--- src/sv/hpvd_pkg.sv ---
// ----------------------------------------------------------------------------
// hpvd_pkg
// Widths, register indexes, types and helpers shared by the peak velocity
// detector and its subtractor.
// ----------------------------------------------------------------------------
`default_nettype none

package hpvd_pkg;

	localparam int SAMPLE_W   = 16;
	localparam int TIME_W     = 32;
	localparam int MAG_W      = 15;
	localparam int MS_W       = 16;
	localparam int VEL_W      = 7;
	localparam int CFG_IDX_W  = 2;
	localparam int CFG_DATA_W = 16;
	localparam int NUM_W      = 22;   // holds 126 * 32767
	localparam int DIV_STEPS  = 7;
	localparam int STEP_W     = 3;
	localparam int SUB_W      = 32;

	localparam logic [CFG_IDX_W-1:0] CFG_HIT_THRESHOLD    = 2'd0;
	localparam logic [CFG_IDX_W-1:0] CFG_FULL_SCALE_LEVEL = 2'd1;
	localparam logic [CFG_IDX_W-1:0] CFG_COOLDOWN_MS      = 2'd2;
	localparam logic [CFG_IDX_W-1:0] CFG_WINDOW_MS        = 2'd3;

	localparam logic [MAG_W-1:0] RST_HIT_THRESHOLD    = 15'd10000;
	localparam logic [MAG_W-1:0] RST_FULL_SCALE_LEVEL = 15'd30000;
	localparam logic [MS_W-1:0]  RST_COOLDOWN_MS      = 16'd200;
	localparam logic [MS_W-1:0]  RST_WINDOW_MS        = 16'd40;

	localparam logic [MAG_W-1:0] MAG_MAX = 15'h7FFF;
	// Quotient preset that becomes the top velocity after the final increment.
	localparam logic [VEL_W-1:0] QUO_TOP = 7'd126;

	typedef struct packed {
		logic [SUB_W-1:0] a;
		logic [SUB_W-1:0] b;
	} sub_req_t;

	typedef struct packed {
		logic [SUB_W-1:0] diff;
		logic             borrow;
	} sub_rsp_t;

	// Absolute value with the most negative code saturated to the largest
	// positive magnitude.
	function automatic logic [MAG_W-1:0] mag_of(input logic [SAMPLE_W-1:0] s);
		logic [SAMPLE_W-1:0] neg;
		neg = (~s) + 16'd1;
		if (!s[SAMPLE_W-1]) begin
			return s[MAG_W-1:0];
		end else if (s == 16'h8000) begin
			return MAG_MAX;
		end else begin
			return neg[MAG_W-1:0];
		end
	endfunction

endpackage

`default_nettype wire

--- src/sv/hpvd_if.sv ---
// ----------------------------------------------------------------------------
// hpvd_if
// Valid/ready channels of the peak velocity detector: sensor samples in,
// strike results out.
// ----------------------------------------------------------------------------
`default_nettype none

interface hpvd_in_if;
	logic                                 valid;
	logic                                 ready;
	logic signed [hpvd_pkg::SAMPLE_W-1:0] sample;
	logic        [hpvd_pkg::TIME_W-1:0]   time_ms;

	modport source (output valid, output sample, output time_ms, input ready);
	modport sink   (input valid, input sample, input time_ms, output ready);
endinterface

interface hpvd_out_if;
	logic                         valid;
	logic                         ready;
	logic [hpvd_pkg::VEL_W-1:0]   velocity;
	logic [hpvd_pkg::MAG_W-1:0]   peak_level;

	modport source (output valid, output velocity, output peak_level, input ready);
	modport sink   (input valid, input velocity, input peak_level, output ready);
endinterface

`default_nettype wire

--- src/sv/hpvd_sub.sv ---
// ----------------------------------------------------------------------------
// hpvd_sub
// Shared 32-bit subtractor with borrow, used for the timestamp differences,
// the time limit compares and every step of the velocity division.
// ----------------------------------------------------------------------------
`default_nettype none

module hpvd_sub (
	input  wire hpvd_pkg::sub_req_t req,
	output hpvd_pkg::sub_rsp_t      rsp
);

	logic [hpvd_pkg::SUB_W:0] full;

	assign full       = {1'b0, req.a} - {1'b0, req.b};
	assign rsp.diff   = full[hpvd_pkg::SUB_W-1:0];
	assign rsp.borrow = full[hpvd_pkg::SUB_W];

endmodule

`default_nettype wire

--- src/sv/hit_peak_velocity_detector.sv ---
// ----------------------------------------------------------------------------
// hit_peak_velocity_detector
// Finds strikes in a rotation-rate stream and reports one velocity and peak
// magnitude per strike, using one subtractor under a small sequencer.
// ----------------------------------------------------------------------------
//
//  channel    dir  payload                         beat when
//  samples    in   sample (s16), time_ms (u32)     valid && ready
//  hits       out  velocity (u7), peak_level (u15) valid && ready
//  cfg_*      in   cfg_index (2), cfg_data (16)    cfg_we
//
//  A sample that closes no window goes through time difference and limit test,
//  then back to ready. A closing sample goes through time difference, limit
//  test, set-up, seven restoring division steps on the shared subtractor,
//  and the result load. With full scale not above the threshold the division
//  is skipped. The result sits in an output register; the next closing
//  sample waits only if that register has not yet been taken.
//  Reset returns the detector to the idle phase with the default registers.
//
`default_nettype none

module hit_peak_velocity_detector (
	input  wire                               clk,
	input  wire                               arst_n,
	hpvd_in_if.sink                           samples,
	hpvd_out_if.source                        hits,
	input  wire                               cfg_we,
	input  wire [hpvd_pkg::CFG_IDX_W-1:0]     cfg_index,
	input  wire [hpvd_pkg::CFG_DATA_W-1:0]    cfg_data
);

	typedef enum logic [5:0] {
		S_IDLE = 6'b000001,
		S_DIFF = 6'b000010,
		S_TEST = 6'b000100,
		S_PREP = 6'b001000,
		S_DIV  = 6'b010000,
		S_OUT  = 6'b100000
	} state_t;

	state_t state_q;

	logic [hpvd_pkg::MAG_W-1:0]  thr_q;
	logic [hpvd_pkg::MAG_W-1:0]  top_q;
	logic [hpvd_pkg::MS_W-1:0]   cooldown_q;
	logic [hpvd_pkg::MS_W-1:0]   window_q;

	logic                        in_window_q;
	logic [hpvd_pkg::TIME_W-1:0] start_q;
	logic [hpvd_pkg::MAG_W-1:0]  peak_q;
	logic [hpvd_pkg::TIME_W-1:0] last_q;

	logic [hpvd_pkg::MAG_W-1:0]  mag_q;
	logic [hpvd_pkg::TIME_W-1:0] now_q;
	logic [hpvd_pkg::TIME_W-1:0] diff_q;

	logic [hpvd_pkg::NUM_W-1:0]  rem_q;
	logic [hpvd_pkg::NUM_W-1:0]  dsh_q;
	logic [hpvd_pkg::VEL_W-1:0]  quo_q;
	logic [hpvd_pkg::STEP_W-1:0] step_q;

	logic                        out_valid_q;
	logic [hpvd_pkg::VEL_W-1:0]  vel_q;
	logic [hpvd_pkg::MAG_W-1:0]  peak_out_q;

	hpvd_pkg::sub_req_t sub_req;
	hpvd_pkg::sub_rsp_t sub_rsp;

	logic                        in_beat;
	logic                        out_free;
	logic                        out_load;
	logic [hpvd_pkg::MAG_W-1:0]  clamped;
	logic [hpvd_pkg::MAG_W-1:0]  span;
	logic [hpvd_pkg::MAG_W-1:0]  den;
	logic [hpvd_pkg::NUM_W-1:0]  num;
	logic                        no_range;

	hpvd_sub u_sub (
		.req (sub_req),
		.rsp (sub_rsp)
	);

	assign samples.ready   = (state_q == S_IDLE);
	assign in_beat         = samples.valid && samples.ready;
	assign out_free        = !out_valid_q || hits.ready;
	assign out_load        = (state_q == S_OUT) && out_free;
	assign hits.valid      = out_valid_q;
	assign hits.velocity   = vel_q;
	assign hits.peak_level = peak_out_q;

	// Operand selection for the shared subtractor.
	always_comb begin
		sub_req.a = '0;
		sub_req.b = '0;
		unique case (state_q)
			S_DIFF: begin
				sub_req.a = now_q;
				sub_req.b = in_window_q ? start_q : last_q;
			end
			S_TEST: begin
				if (in_window_q) begin
					sub_req.a = diff_q;
					sub_req.b = {{(hpvd_pkg::SUB_W-hpvd_pkg::MS_W){1'b0}}, window_q};
				end else begin
					sub_req.a = {{(hpvd_pkg::SUB_W-hpvd_pkg::MS_W){1'b0}}, cooldown_q};
					sub_req.b = diff_q;
				end
			end
			S_DIV: begin
				sub_req.a = {{(hpvd_pkg::SUB_W-hpvd_pkg::NUM_W){1'b0}}, rem_q};
				sub_req.b = {{(hpvd_pkg::SUB_W-hpvd_pkg::NUM_W){1'b0}}, dsh_q};
			end
			default: begin
				sub_req.a = '0;
				sub_req.b = '0;
			end
		endcase
	end

	// Division set-up: clamp the peak, scale by 126 as (x << 7) - (x << 1).
	always_comb begin
		if (peak_q < thr_q) begin
			clamped = thr_q;
		end else if (peak_q > top_q) begin
			clamped = top_q;
		end else begin
			clamped = peak_q;
		end
		span     = clamped - thr_q;
		den      = top_q - thr_q;
		num      = {span, 7'b0} - {6'b0, span, 1'b0};
		no_range = (top_q <= thr_q);
	end

	always_ff @(posedge clk or negedge arst_n) begin
		if (!arst_n) begin
			thr_q      <= hpvd_pkg::RST_HIT_THRESHOLD;
			top_q      <= hpvd_pkg::RST_FULL_SCALE_LEVEL;
			cooldown_q <= hpvd_pkg::RST_COOLDOWN_MS;
			window_q   <= hpvd_pkg::RST_WINDOW_MS;
		end else if (cfg_we) begin
			unique case (cfg_index)
				hpvd_pkg::CFG_HIT_THRESHOLD:    thr_q      <= cfg_data[hpvd_pkg::MAG_W-1:0];
				hpvd_pkg::CFG_FULL_SCALE_LEVEL: top_q      <= cfg_data[hpvd_pkg::MAG_W-1:0];
				hpvd_pkg::CFG_COOLDOWN_MS:      cooldown_q <= cfg_data;
				hpvd_pkg::CFG_WINDOW_MS:        window_q   <= cfg_data;
				default: begin
				end
			endcase
		end
	end

	always_ff @(posedge clk or negedge arst_n) begin
		if (!arst_n) begin
			state_q     <= S_IDLE;
			in_window_q <= 1'b0;
			start_q     <= '0;
			peak_q      <= '0;
			last_q      <= '0;
			out_valid_q <= 1'b0;
			step_q      <= '0;
		end else begin
			// A new result may be loaded in the same cycle as the old one is taken.
			if (out_load) begin
				out_valid_q <= 1'b1;
			end else if (hits.ready) begin
				out_valid_q <= 1'b0;
			end
			unique case (state_q)
				S_IDLE: begin
					if (in_beat) begin
						state_q <= S_DIFF;
					end
				end
				S_DIFF: begin
					state_q <= S_TEST;
				end
				S_TEST: begin
					if (in_window_q) begin
						if (mag_q > peak_q) begin
							peak_q <= mag_q;
						end
						// No borrow means the window time has fully elapsed.
						state_q <= sub_rsp.borrow ? S_IDLE : S_PREP;
					end else begin
						// A borrow means the time since the last hit exceeds the cooldown.
						if (mag_q > thr_q && sub_rsp.borrow) begin
							in_window_q <= 1'b1;
							start_q     <= now_q;
							peak_q      <= mag_q;
						end
						state_q <= S_IDLE;
					end
				end
				S_PREP: begin
					step_q  <= '0;
					state_q <= no_range ? S_OUT : S_DIV;
				end
				S_DIV: begin
					step_q <= step_q + 3'd1;
					if (step_q == hpvd_pkg::STEP_W'(hpvd_pkg::DIV_STEPS - 1)) begin
						state_q <= S_OUT;
					end
				end
				S_OUT: begin
					if (out_free) begin
						last_q      <= now_q;
						in_window_q <= 1'b0;
						state_q     <= S_IDLE;
					end
				end
				default: begin
					state_q <= S_IDLE;
				end
			endcase
		end
	end

	// Payload and datapath registers.
	always_ff @(posedge clk) begin
		if (in_beat) begin
			mag_q <= hpvd_pkg::mag_of(samples.sample);
			now_q <= samples.time_ms;
		end
		if (state_q == S_DIFF) begin
			diff_q <= sub_rsp.diff;
		end
		if (state_q == S_PREP) begin
			rem_q <= num;
			dsh_q <= {1'b0, den, 6'b0};
			quo_q <= no_range ? hpvd_pkg::QUO_TOP : '0;
		end
		if (state_q == S_DIV) begin
			if (!sub_rsp.borrow) begin
				rem_q <= sub_rsp.diff[hpvd_pkg::NUM_W-1:0];
			end
			dsh_q <= dsh_q >> 1;
			quo_q <= {quo_q[hpvd_pkg::VEL_W-2:0], ~sub_rsp.borrow};
		end
		if (out_load) begin
			vel_q      <= quo_q + 7'd1;
			peak_out_q <= peak_q;
		end
	end

endmodule

`default_nettype wire

--- src/flat_wrapper.sv ---
// flat-port wrapper written by rule: the top's interface ports become plain ports
module hit_peak_velocity_detector_flat 
  (clk, arst_n, cfg_we, cfg_index, cfg_data, samples_valid, samples_sample, samples_time_ms, samples_ready, hits_valid, hits_velocity, hits_peak_level, hits_ready);
  hpvd_in_if samples_i ();
  hpvd_out_if hits_i ();
  input  wire clk;
  input  wire arst_n;
  input  wire cfg_we;
  input  wire [hpvd_pkg::CFG_IDX_W-1:0] cfg_index;
  input  wire [hpvd_pkg::CFG_DATA_W-1:0] cfg_data;
  input wire logic [$bits(samples_i.valid)-1:0] samples_valid;
  input wire logic [$bits(samples_i.sample)-1:0] samples_sample;
  input wire logic [$bits(samples_i.time_ms)-1:0] samples_time_ms;
  output wire logic [$bits(samples_i.ready)-1:0] samples_ready;
  output wire logic [$bits(hits_i.valid)-1:0] hits_valid;
  output wire logic [$bits(hits_i.velocity)-1:0] hits_velocity;
  output wire logic [$bits(hits_i.peak_level)-1:0] hits_peak_level;
  input wire logic [$bits(hits_i.ready)-1:0] hits_ready;
  assign samples_i.valid = samples_valid;
  assign samples_i.sample = samples_sample;
  assign samples_i.time_ms = samples_time_ms;
  assign samples_ready = samples_i.ready;
  assign hits_valid = hits_i.valid;
  assign hits_velocity = hits_i.velocity;
  assign hits_peak_level = hits_i.peak_level;
  assign hits_i.ready = hits_ready;
  hit_peak_velocity_detector u_core (.clk(clk), .arst_n(arst_n), .samples(samples_i), .hits(hits_i), .cfg_we(cfg_we), .cfg_index(cfg_index), .cfg_data(cfg_data));
endmodule
--- config.mk ---
export PLATFORM = sky130hd
export DESIGN_NAME = hit_peak_velocity_detector_flat
export DESIGN_NICKNAME = d
export VERILOG_FILES = /design/src/sv/hpvd_pkg.sv /design/src/sv/hpvd_if.sv /design/src/sv/hpvd_sub.sv /design/src/sv/hit_peak_velocity_detector.sv /design/src/flat_wrapper.sv
export SDC_FILE = /design/constraint.sdc
export NUM_CORES = 1
export LEC_CHECK = 0
export CAP_MARGIN = 30
export CORE_MARGIN = 2
export CORE_UTILIZATION = 65
export CTS_CLUSTER_DIAMETER = 120
export DETAILED_ROUTE_END_ITERATION = 6
export DONT_BUFFER_PORTS = 1
export GPL_TIMING_DRIVEN = 0
export PLACE_DENSITY = 0.81
export SYNTH_ARGS = -nofsm -noshare
export SYNTH_HDL_FRONTEND = slang
export SYNTH_SLANG_ARGS = --single-unit
--- constraint.sdc ---
create_clock -name clk -period 18.24 [get_ports clk]
set_clock_uncertainty 0.15 [all_clocks]
set_input_delay 1.824 -clock clk [delete_from_list [all_inputs] [get_ports clk]]
set_output_delay 1.824 -clock clk [all_outputs]
set_load 0.02 [all_outputs]
==> impl_results.md, run 1 <==
* Switching Power at 1.46 mW
* Status: complete, but fails checks
* Routed wire length at 50100 um
* Max clock buf depth at 3
* Largest net degree at the start of global routing at 153
* Sequential share of the synthesized area at 0.453
* Most used cell along the critical path: o21ai_0
* Post-Synth Simple-Gate Area at 0.135
* Crit path buffers/inverters at 5
* Internal power at 2.05 mW
* Top-level port count at 95
* Worst-Margin Slew at 0.919 ns
* Die X at 170 um
* CTS H-Tree Depth at 2
* Failing checks: DRC
* Post-synth top area cell: edfxtp_1
* Area contributors post-synth: edfxtp_1, dfrtp_1, ha_1
* Unrepaired setup endpoints after global routing: no
* CP max FO at 10
* Area of the multi-input gates at 0.00921 sq mm
* Main synth FF type: dfrtp_1
* Final Power at 3.51 mW
* Overflow after GRT at 0
* Synth warn at 0
* Maxcap violations at 0
* CP Capture Type: flip-flop
* Drt wl/cell at 23.0 um
* Post-Synth Adder-Cell Area at 0.0959
* CTS hold repair buffers at 0
* Gr busiest metal: met2
* Initial antenna violation count at 0
* Yosys top cell area share at 0.215
* Comb power frac at 0.522
* Sequential Power Share at 0.289
* Number of synthesized flops with an enable pin at 129
* Avg Cell Area, Syn at 10.2 sq um
* Layout cells sized above 1 at 0.106
* Grt met2 use at 0.543
* Switch share at 0.417
* Rows at 60
* Largest family of logic cells by synthesized area: compound AO/OA/AOI/OAI gates
* Placer Congestion at 0.977
* Initial DRC count at 1514
* Clk network pwr share at 0.190
* Xor/xnor share of the synthesized area at 0.0411
* Rel. slew slack at 0.382
* Clk sinks at 303
* CP Data Required Time at 18.45 ns
* Post-route minimum period at 7.32 ns
* Max frequency at 0.137 GHz
* Cell family with most CP delay: compound AO/OA/AOI/OAI gates
* Yosys reg bits at 303
* Die area at 0.0290 sq mm
* Register area at 0.00814 sq mm
* Via-per-instance ratio at 6.55
* Filler instances at 1964
* Setup CP Type: flip-flop to flip-flop
* Setup TNS at 0 ns
* Post-Syn Instances at 1771
* Num CTS Buffers at 34
* Max stage delay on crit path at 0.58 ns
* Root Driver: clkbuf_16
* DP HPWL at 37400 um
* Ys async rst share at 0.502
* GR Layer Usage met1 at 0.475
* Vias in the first global route at 14007
* Clock latency on the worst-skew pair at 0.53 ns
* Pins Over Slew Limit at 0
* Final Setup Violations at 0
* Most common cell in the synthesized netlist: nand2_1
* Drt pass-1 iters at 7
* Startpoint types: flip-flop
* Post-synthesis compound-gate area fraction at 0.159
* Tcrit/Tclk final at 0.401
* Area Overhead vs Synth at 9.06%
* # Post-CTS Setup Buffers at 0
* Hold Crit Class: flip-flop to flip-flop
* Core footprint at 0.0270 sq mm
* WP data arrival at 7.53 ns
* Global-route wire length before repair at 77500 um
* Post-synthesis mux area share at 0.0807
* CTS tree: yes
* Post-route DRC violation count at 5
* Port bufs at 0
* Syn Nets at 1978
* Hold Fails Final Rpt at 0
* Routed Antenna Nets at 0
* Vias at 14279
* Yosys cell types at 85
* Netlist Area Pre-Place at 0.0180 sq mm
* Die span in y at 170 um
* Starting Density at 0.665
* Post-CTS sizing at 0
* GR Layer Usage met3 at 0.0758
* Post-synth top cells: nand2_1, dfrtp_1, ha_1
* Clock Pin Slew Worst Setup and Hold Paths at 0.06 ns
* Critical-path top delay cell: a211oi_1
* VDD IR-drop max at 0.000128 V
* Leakage at 8.41 nW
* Gr usage total at 0.351
* Power density cells at 179 mW/mm^2
* Nets at 2020
-- metal layers --
layer / wire length (um) / vias up
li1: - / 6542
met1: 20900 / 6938
met3: 4530 / 139
met4: 2460 / 0
met5: 0 / -
met2: 22300 / 660
-- layout by cell type (no fill, tap or decap), types with 17 or more instances in the layout --
master     synthesis  routed
nand2_1          283     283
dfrtp_1          134     134
ha_1             133     133
edfxtp_1         129     129
o21ai_0          127     127
mux2_2            96      96
inv_1             92      92
nor2_1            78      78
a21oi_1           76      76
clkbuf_1          69      74
xnor2_1           50      50
mux2i_1           37      37
clkbuf_16          0      34
xor2_1            30      30
a21o_1            25      25
nand3_1           22      22
dfxtp_1           22      22
a222oi_1          20      20
a31oi_1           19      19
o21a_1            19      19
nor2b_1           18      18
dfstp_2           18      18
nor3_1            17      17
-- registers in the layout (all words and copies together) (netlist names) --
| name | count |
|---|---|
| u_core.state_q | 6 |
| u_core.cooldown_q | 16 |
| u_core.mag_q | 15 |
| u_core.hits.velocity | 7 |
| u_core.thr_q | 15 |
| u_core.step_q | 3 |
| u_core.in_window_q | 1 |
| u_core.window_q | 16 |
| u_core.diff_q | 32 |
| u_core.hits.peak_level | 15 |
| u_core.quo_q | 7 |
| u_core.now_q | 32 |
| u_core.dsh_q | 21 |
| u_core.rem_q | 22 |
| u_core.start_q | 32 |
| u_core.hits.valid | 1 |
| u_core.top_q | 15 |
| u_core.last_q | 32 |
| u_core.peak_q | 15 |
-- power groups by stage --
stage / Combinational [mW] / Sequential, mW / Clock [mW]
after detailed placement: 1.77 / 1.02 / 0
after CTS: 1.80 / 1.01 / 0.674
final: 1.83 / 1.01 / 0.666
after floorplan: 1.39 / 0.971 / 0
after global routing: 2.00 / 1.02 / 0.699
after global placement: 1.72 / 1.01 / 0
-- logic make-up after synthesis --
kind of cell,count (synthesis)
compound gates,422
xor+xnor,82
fa+ha+maj,136
buf+inv,167
flops,303
mux,133
simple gates,528
-- tightest hold or removal path: cells and delay by family, from the launching register on --
kind,cells,cell delay [ns]
flip-flops,1,0.31
AND/OR/NAND/NOR,1,0.06
multiplexers,1,0.06
-- path summary, 6_finish.rpt --
path	cells past startpoint	start	end	slack, ns
max in group asynchronous	0	arst_n	u_core.state_q[0]	16.75
min in group asynchronous	0	arst_n	u_core.top_q[0]	0.85
setup / recovery	28	u_core.thr_q[2]	u_core.rem_q[20]	10.92
hold / removal	2	u_core.rem_q[0]	u_core.rem_q[0]	0.32
setup reg to reg	28	u_core.thr_q[2]	u_core.rem_q[20]	10.92
hold reg to reg	2	u_core.rem_q[0]	u_core.rem_q[0]	0.32
-- final cells by class --
type,count,share of cell area
diodes,1,0.000128
plain buffers,73,0.0146
clock buffers,43,0.0461
clock inverters,19,0.00868
inverters,94,0.0180
multi-input cells,1301,0.470
flip-flops and latches,303,0.415
well taps,341,0.0218
repair buffers,6,0.00587
-- metrics by stage --
stage	worst slack [ns]	cell area (sq um)	util	hold WS [ns]	instances
after CTS	11.14	19600	0.725	0.318	2179
after detailed placement	11.19	18500	0.685	0.309	2117
final	10.92	19600	0.725	0.318	2181
after global placement	10.85	18400	0.681	0.293	2112
after floorplan	12.44	18000	-	0.285	1771
after global routing	10.40	19600	0.725	0.347	2180
Power figures use the tool's default switching activity.
==> run 2: changes to the inputs <==
--- a/config.mk
+++ b/config.mk
@@ -7,12 +7,12 @@
 export LEC_CHECK = 0
 export CAP_MARGIN = 30
 export CORE_MARGIN = 2
-export CORE_UTILIZATION = 65
+export CORE_UTILIZATION = 59
 export CTS_CLUSTER_DIAMETER = 120
 export DETAILED_ROUTE_END_ITERATION = 6
 export DONT_BUFFER_PORTS = 1
 export GPL_TIMING_DRIVEN = 0
-export PLACE_DENSITY = 0.81
+export PLACE_DENSITY = 0.78
 export SYNTH_ARGS = -nofsm -noshare
 export SYNTH_HDL_FRONTEND = slang
 export SYNTH_SLANG_ARGS = --single-unit
==> constraint.sdc (replaced) <==
create_clock -name clk -period 6.7 [get_ports clk]
set_clock_uncertainty 0.15 [all_clocks]
set_input_delay 0.67 -clock clk [delete_from_list [all_inputs] [get_ports clk]]
set_output_delay 0.67 -clock clk [all_outputs]
set_load 0.02 [all_outputs]
==> impl_results.md, run 2 (synthesis gave the netlist of run 1 again) <==
* Status: complete, no violations
* Root Driver: clkbuf_16
* Clk sinks at 303 (unchanged)
* Starting Density at 0.603 (-0.0618)
* CP Capture Type: flip-flop
* Setup CP Type: flip-flop to flip-flop
* Overflow after GRT at 0 (unchanged)
* Via-per-instance ratio at 6.55 (about the same)
* Die span in y at 179 um (+4.8%)
* Hold Crit Class: input pin to asynchronous set/reset pin
* Post-route DRC violation count at 0 (-5)
* Largest net degree at the start of global routing at 153 (unchanged)
* Die area at 0.0319 sq mm (+9.9%)
* Worst-Margin Slew at 0.975 ns (+0.0568 ns)
* Placer Congestion at 0.979 (+0.16%)
* CTS H-Tree Depth at 2 (unchanged)
* Register area at 0.00814 sq mm (about the same)
* Maxcap violations at 0 (unchanged)
* Port bufs at 0 (unchanged)
* Global-route wire length before repair at 79500 um (+2.7%)
* Routed Antenna Nets at 0 (unchanged)
* Top-level port count at 95 (unchanged)
* Core footprint at 0.0298 sq mm (+10%)
* Area Overhead vs Synth at 11.9%
* Rows at 63 (+5.0%)
* Pins Over Slew Limit at 0 (unchanged)
* Gr usage total at 0.326 (-0.0246)
* Vias in the first global route at 14281 (+2.0%)
* CP max FO at 10 (unchanged)
* Drt pass-1 iters at 6 (-1)
* Vias at 14687 (+2.9%)
* Nets at 2031 (+0.54%)
* Num CTS Buffers at 35 (+2.9%)
* Final Setup Violations at 0 (unchanged)
* Final Power at 10.2 mW (+190%)
* Clock latency on the worst-skew pair at 0.53 ns (about the same)
* Initial DRC count at 1673 (+11%)
* DP HPWL at 37700 um (+0.74%)
* Design Area, Final at 0.0201 sq mm (+2.6%)
* CP Data Required Time at 6.94 ns (-11.51 ns)
* Cell Area, Placed at 0.0186 sq mm (+0.26%)
* Startpoint types: flip-flop
* CTS tree: yes
* Area of the multi-input gates at 0.00939 sq mm (+2.0%)
* Final core occ at 0.675 (-0.0505)
* Initial antenna violation count at 1 (+1)
* Clock Pin Slew Worst Setup and Hold Paths at 0.06 ns (about the same)
* Max clock buf depth at 3 (unchanged)
* Die X at 179 um (+4.8%)
* Drt wl/cell at 23.0 um (+0.21%)
* Leakage at 8.61 nW (+2.4%)
* Tcrit/Tclk final at 0.982 (+0.581)
* WP data arrival at 6.83 ns (-0.70 ns)
* Filler instances at 2270 (+16%)
* Hold Fails Final Rpt at 0 (unchanged)
* Post-route minimum period at 6.58 ns (-0.737 ns)
* Power density cells at 506 mW/mm^2 (+180%)
* Post-route insts no fill at 2242 (+2.8%)
* Max frequency at 0.152 GHz (+11%)
* Routed wire length at 51600 um (+3.0%)
* Commonest non-fill, non-tap cell in the layout: nand2_1
* Commonest cells after routing, fill and taps aside: nand2_1, dfrtp_1, ha_1
* Inst Count DP at 2165 (+2.3%)
* VDD IR-drop max at 0.000334 V (+160%)
* Rel. slew slack at 0.347 (-0.0355)
* Layout cells sized above 1 at 0.138 (+0.0323)
-- run 2: changes by cell type in the layout (fill, tap and decap cells not counted), moves of 6 or more --
cell      previous run  this run
o21ai_0            127       121
clkbuf_1            74        57
clkbuf_2             2        13
o21ai_1              1         7
buf_4                0        11
-- run 2: worst paths after layout --
kind | from | endpoint | slack (ns) | cells after the start
worst max-delay path | u_core.state_q[1] | u_core.peak_q[10] | 0.12 | 19
worst max register to register | u_core.state_q[1] | u_core.peak_q[10] | 0.12 | 19
max in group asynchronous | arst_n | u_core.last_q[17] | 5.78 | 1
min in group clk | samples_valid | u_core.state_q[0] | 0.05 | 1
worst min register to register | u_core.last_q[8] | u_core.last_q[8] | 0.33 | 2
worst min-delay path | arst_n | u_core.thr_q[14] | 0.02 | 1
-- run 2: timing repair --
item	4_1_cts	5_1_grt
resized for setup	19	54
setup endpoints to repair	58	62
endpoints found under the hold margin	152	0
pin swaps	2	13
setup buffers	4	6
hold buffers	1	0
-- run 2: where the power goes --
part,switching [mW],internal [mW],leakage [nW]
combinational,3.15,2.26,4.68
sequential,0.286,2.46,3.33
clock,0.797,1.22,0.593
total,4.23,5.94,8.61
-- run 2: layout make-up --
type,count,area share
multi-input combinational,1301,0.467
timing repair buffer,16,0.0100
sequential,303,0.405
clock buffer,44,0.0478
antenna,1,0.000124
inverter,94,0.0177
tap,390,0.0243
clock inverter,20,0.0126
buffer,73,0.0155
-- run 2: per-stage QoR --
stage	hold WS, ns	worst slack (ns)	setup TNS, ns
after floorplan	0.224	0.898	0
after global placement	0.230	-0.924	-28.59
after detailed placement	0.234	-0.473	-17.92
after CTS	0.0427	0.00880	0
after global routing	0.0438	-0.0290	-0.0421
final	0.0232	0.117	0
-- run 2: routing by layer --
layer	up-vias	routed length, um	GRT usage
met5	-	0	0
met3	145	5040	0.0614
met2	737	22500	0.494
met1	7242	21700	0.461
li1	6563	-	-
met4	0	2310	0.134
-- run 2: worst max-delay path: stages, from the launching register on --
cell       delay [ns]
dfrtp_1          0.43
or4_1            0.62
nor3b_4          0.48
and2_0           0.20
clkbuf_1         0.38
clkbuf_1         0.56
a222oi_1         0.17
nand2_1          0.11
ha_1             0.26
nor2b_1          0.16
o2111ai_1        0.25
a21oi_1          0.26
o21ai_0          0.30
nand3_1          0.18
nand3_1          0.14
a21o_1           0.34
nand4_1          0.29
o31ai_1          0.34
buf_2            0.43
mux2_2           0.38
